--- src/rtl/lrc_pkg.sv ---
// Shared types and constants for the line rectangle clipper.
package lrc_pkg;

  localparam int COORD_WIDTH_DEF = 16;

  // Register reset values
  localparam int RESET_LEFT   = 0;
  localparam int RESET_TOP    = 0;
  localparam int RESET_RIGHT  = 639;
  localparam int RESET_BOTTOM = 479;

  // Register indexes (paddr[3:2])
  localparam logic [1:0] REG_LEFT   = 2'd0;
  localparam logic [1:0] REG_TOP    = 2'd1;
  localparam logic [1:0] REG_RIGHT  = 2'd2;
  localparam logic [1:0] REG_BOTTOM = 2'd3;

  // Coordinate slots carried through a pass
  localparam int SLOT_BSX  = 0;   // pass entry coordinates, used on failure
  localparam int SLOT_BSY  = 1;
  localparam int SLOT_BEX  = 2;
  localparam int SLOT_BEY  = 3;
  localparam int SLOT_PA   = 4;   // ordered: low end on pass axis
  localparam int SLOT_SA   = 5;
  localparam int SLOT_PC   = 6;   // ordered: high end on pass axis
  localparam int SLOT_SC   = 7;
  localparam int NUM_SLOTS = 8;

  // active: segment still being clipped; verdict: outcome when not active
  typedef struct packed {
    logic active;
    logic verdict;
  } lrc_flags_t;

endpackage

--- src/rtl/lrc_step.sv ---
// One boundary of a clip pass: conditional interpolation through a pipelined divider.
module lrc_step #(
  parameter int W = lrc_pkg::COORD_WIDTH_DEF
) (
  input  logic                  clk,
  input  logic                  rst,
  input  logic                  en,
  input  logic                  upper,
  input  logic signed [W-1:0]   bound,
  input  logic                  in_valid,
  input  lrc_pkg::lrc_flags_t   in_flags,
  input  logic signed [W-1:0]   in_pts [lrc_pkg::NUM_SLOTS],
  output logic                  out_valid,
  output lrc_pkg::lrc_flags_t   out_flags,
  output logic signed [W-1:0]   out_pts [lrc_pkg::NUM_SLOTS]
);

  logic signed [W-1:0] pa, pc, sa, sc;
  logic                take;
  logic signed [W:0]   dv;
  logic [W:0]          num, den, mag;
  logic [2*W:0]        prod;

  always_comb begin
    pa   = in_pts[lrc_pkg::SLOT_PA];
    sa   = in_pts[lrc_pkg::SLOT_SA];
    pc   = in_pts[lrc_pkg::SLOT_PC];
    sc   = in_pts[lrc_pkg::SLOT_SC];
    take = in_flags.active && (pa < bound) && (pc >= bound);
    dv   = {sc[W-1], sc} - {sa[W-1], sa};
    num  = take ? ({pc[W-1], pc} - {bound[W-1], bound}) : '0;
    den  = take ? ({pc[W-1], pc} - {pa[W-1], pa}) : (W+1)'(1);
    mag  = dv[W] ? (W+1)'(-dv) : (W+1)'(dv);
    prod = {{(W+1){1'b0}}, mag[W-1:0]} * {{W{1'b0}}, num};
  end

  // Stage 0 holds the product split into partial remainder and pending bits.
  // The quotient is known to be below 2^W, so only W restoring steps remain.
  logic [W:0]          dr     [W+1];
  logic [W-1:0]        dl     [W+1];
  logic [W-1:0]        dq     [W+1];
  logic [W:0]          dh     [W+1];
  logic                dneg   [W+1];
  logic                dtake  [W+1];
  logic                dvalid [W+1];
  lrc_pkg::lrc_flags_t dflags [W+1];
  logic signed [W-1:0] dpts   [W+1][lrc_pkg::NUM_SLOTS];

  always_ff @(posedge clk) begin
    if (rst) begin
      dvalid[0] <= 1'b0;
    end else if (en) begin
      dvalid[0] <= in_valid;
    end
    if (en) begin
      dr[0]     <= prod[2*W:W];
      dl[0]     <= prod[W-1:0];
      dq[0]     <= '0;
      dh[0]     <= den;
      dneg[0]   <= dv[W];
      dtake[0]  <= take;
      dflags[0] <= in_flags;
      dpts[0]   <= in_pts;
    end
  end

  for (genvar k = 0; k < W; k++) begin : g_div
    logic [W+1:0] trial;
    logic         fits;

    assign trial = {dr[k], dl[k][W-1]};
    assign fits  = trial >= {1'b0, dh[k]};

    always_ff @(posedge clk) begin
      if (rst) begin
        dvalid[k+1] <= 1'b0;
      end else if (en) begin
        dvalid[k+1] <= dvalid[k];
      end
      if (en) begin
        dr[k+1]     <= fits ? (W+1)'(trial - {1'b0, dh[k]}) : trial[W:0];
        dl[k+1]     <= {dl[k][W-2:0], 1'b0};
        dq[k+1]     <= {dq[k][W-2:0], fits};
        dh[k+1]     <= dh[k];
        dneg[k+1]   <= dneg[k];
        dtake[k+1]  <= dtake[k];
        dflags[k+1] <= dflags[k];
        dpts[k+1]   <= dpts[k];
      end
    end
  end

  logic [W:0]          qs, nv;
  logic signed [W-1:0] out_pts_next [lrc_pkg::NUM_SLOTS];

  always_comb begin
    qs = dneg[W] ? ((W+1)'(0) - {1'b0, dq[W]}) : {1'b0, dq[W]};
    nv = {dpts[W][lrc_pkg::SLOT_SC][W-1], dpts[W][lrc_pkg::SLOT_SC]} - qs;
    out_pts_next = dpts[W];
    if (dtake[W]) begin
      if (upper) begin
        out_pts_next[lrc_pkg::SLOT_SC] = nv[W-1:0];
        out_pts_next[lrc_pkg::SLOT_PC] = bound;
      end else begin
        out_pts_next[lrc_pkg::SLOT_SA] = nv[W-1:0];
        out_pts_next[lrc_pkg::SLOT_PA] = bound;
      end
    end
  end

  always_ff @(posedge clk) begin
    if (rst) begin
      out_valid <= 1'b0;
    end else if (en) begin
      out_valid <= dvalid[W];
    end
    if (en) begin
      out_flags <= dflags[W];
      out_pts   <= out_pts_next;
    end
  end

endmodule

--- config.mk ---
export PLATFORM = sky130hd
export DESIGN_NAME = lrc_step
export DESIGN_NICKNAME = d
export VERILOG_FILES = /design/src/rtl/lrc_pkg.sv /design/src/rtl/lrc_step.sv
export SDC_FILE = /design/constraint.sdc
export NUM_CORES = 2
export LEC_CHECK = 0
export ABC_AREA = 1
export BUFFER_PORTS_ARGS = -buffer_cell sky130_fd_sc_hd__buf_4
export CAP_MARGIN = 0
export CORE_MARGIN = 3
export CORE_UTILIZATION = 45
export DETAILED_ROUTE_END_ITERATION = 16
export HOLD_SLACK_MARGIN = 0.06
export SYNTH_ARGS = -nofsm -noshare
export SYNTH_HDL_FRONTEND = slang
export SYNTH_SLANG_ARGS = --single-unit
export TNS_END_PERCENT = 5
--- constraint.sdc ---
create_clock -name clk -period 11.2 [get_ports clk]
set_input_delay 2.24 -clock clk [delete_from_list [all_inputs] [get_ports clk]]
set_output_delay 2.24 -clock clk [all_outputs]
set_load 0.02 [all_outputs]
==> metrics.cfg <==
[clock_network]
ctsRootBufferMaster=clkbuf_16
htreeDepth=5
cts_tree=done
cts_hold_buf=0
postCtsSetupRepairBufs=0
ctsResizeCount=0
cts.sinks=3208
cts.path.max_buffers=4
clk_latency_ns=0.88
cts_made_buffers=335
clk_pin_slew_ns=0.06

[drt]
wl_per_cell_um=18.29
wl_um=237800
vias_per_cell=4.890
vias=63590
ant_nets=0
drtIter0Drc=4454
dr.pass1.iters=6
drcViolationCount=0

[yosys]
synth_area_mm2=0.1275
synth_cells=8377
yosysUniqueCellTypes=58
yosys_warnings=0
async_reset_ff_frac=0
ys_seq_elements=3208
ys.flop_type=edfxtp_1
avgSynthCellArea_um2=15.22
ys_seq_area_frac=0.7553
synth_edf_count=3207
synth_fp_nets=9212

[place]
gp_congestion=0.9417
hpwl_um=163800
dp_slack_ns=0.7499
dpl.cell_count=12400
portBuffers=281
placed_cell_area_mm2=0.1348

[floorplanning]
die_area_mm2=0.2898
io-pin-count=282
die_x_um=538.4
rows=194
initial_utilization=0.4545
die_y_um=538.4
core_mm2=0.2806

[layout]
n_fill_cell=23010
nets=9848
area_delta_synth_final_pct=14.03
fin_cells=13000
drive_above_1_share=0.09884
final_cell_mix=edfxtp_1 (3207), inv_1 (1202), nand2_1 (1156)
layout_commonest_cell=edfxtp_1
design_area_mm2=0.1454

[timing]
tightestPinTransition_ns=1.219
final.setup.tns_ns=0
rsz0062_at_grt=no
period_minus_slack_ns=9.621
fin_crit_sh=0.8590
clock.fmax_mhz=103.9
slew-limit-headroom=0.1852
fin_ws_ns=1.579
hold_ws_ns=0.3643
fin_skew_ns=0.05314
finalHoldViolations=0
finalSetupViolations=0
drv_slew=0

[run]
max-cap-violations=0

[global_route]
grt_max_degree=202
grt_pass1_vias=65440
overflow=0
antenna_found_initial=12
grtUsageTotal=0.1629
grt_first_pass_wirelength_um=371300

[setup_path]
crit_arrival_ns=10.20
reg2reg_from=dh[0][5]
r2r_cells=12
end_kind=register
r2r_setup_slack_ns=7.56
worstPathMaxFanout=16
worstPathRequired_ns=11.78
cp_slowest_cell=fa_1
reg2reg_to=dr[0][28]
critPathMaxStageDelay_ns=0.60
cp-start-kind=input pin
crit_type=in2reg
cpMostUsedCell=nand2_1

[worst_hold_path]
hold_path_depth=0
holdPathEnd=dl[0][76]
hp-class=reg2reg
min_from=dl[0][59]

[status]
status=finished, final reports clean

[power]
peakVddDrop_mv=0.1265
powerDensity_mw_per_mm2=229.2
power.leakage_uw=0.05732

==> cells by family (layout without fill, tap and decap cells) <==
group / Yosys count / in the layout / synth area share
flops: 3208 / 3208 / 0.7553
simple gates: 1889 / 1889 / 0.06092
buf+inv: 1310 / 2211 / 0.03940
compound gates: 980 / 980 / 0.04226
fa+ha+maj: 684 / 684 / 0.08047
xor+xnor: 302 / 302 / 0.02136
mux: 4 / 4 / 0.0003140
other cells: 0 / 2 / 0
==> critical path, delay by kind of cell <==
kind,cells,cell delay (ns)
AO/OA/AOI/OAI,4,0.62
XOR/XNOR,1,0.17
adder cells (fa/ha/maj),8,3.73
buffers and inverters,10,1.43
AND/OR/NAND/NOR,12,1.99
==> synthesized netlist by cell type (13+ instances only) <==
master	number	share of area
clkbuf_1	57	0.0017
inv_2	15	0.00044
nand3_1	191	0.0075
o21ai_0	421	0.017
nor3_1	53	0.0021
o21bai_1	44	0.0026
nor2_1	361	0.011
xor2_1	188	0.013
inv_1	1202	0.035
buf_2	15	0.00059
a21oi_1	376	0.015
ha_1	457	0.045
nand4_1	72	0.0035
a21o_1	37	0.0022
a21boi_0	30	0.0018
xnor2_1	105	0.0072
o31ai_1	16	0.00094
edfxtp_1	3207	0.76
nand2_1	1157	0.034
fa_1	227	0.036
a221oi_1	13	0.00089
nand2_2	16	0.00078
==> flip-flops by register name (all words and copies together) (netlist names) <==
name	flops
out_pts	128
dpts	2176
dh	272
dr	272
dl	136
dvalid	17
dneg	17
dflags	34
out_flags	2
dtake	17
out_valid	1
dq	136
==> through the flow <==
stage | power [µW] | utilization
2_1_floorplan | 20600 | -
3_3_place_gp | 22800 | 0.4805
3_5_place_dp | 22960 | 0.4805
4_1_cts | 33780 | 0.5182
5_1_grt | 35370 | 0.5183
6_report | 33330 | 0.5183
==> final cells by class <==
cell class	instances	area (µm²)	area share
clock buffers	404	8706	0.05987
clock inverters	198	1897	0.01304
repair buffers	384	3040	0.02091
inverters	1225	4603	0.03165
multi-input cells	3859	26190	0.1801
well taps	3724	4659	0.03204
diodes	2	5.005	0.00003442
flip-flops and latches	3208	96320	0.6624
==> report_power, final <==
part,leakage (µW),internal (µW),switching (µW)
Clock,0.00516,6170,4440
Combinational,0.0207,2630,4610
Sequential,0.0314,14900,531
Total,0.0573,23700,9590
==> metal layers <==
layer  GRT usage  share of wire  vias up
met5           0       0.000084        -
met4     0.04924          0.029        2
met3     0.02888          0.046      449
met2      0.2695           0.48     1327
met1      0.2212           0.45    31020
li1            -              -    30800
==> worst max path at each step <==
| stage | startpoint | to | cells past startpoint |
|---|---|---|---|
| floorplan | in_pts[0] | dr[0][13] | 35 |
| global placement | in_pts[0] | dr[0][9] | 36 |
| detailed placement | bound[2] | dr[0][14] | 35 |
| CTS | bound[2] | dr[0][13] | 37 |
| global route | bound[2] | dr[0][13] | 37 |
| finish | bound[2] | dr[0][14] | 35 |
No activity file was read; power rests on OpenSTA's default activity.
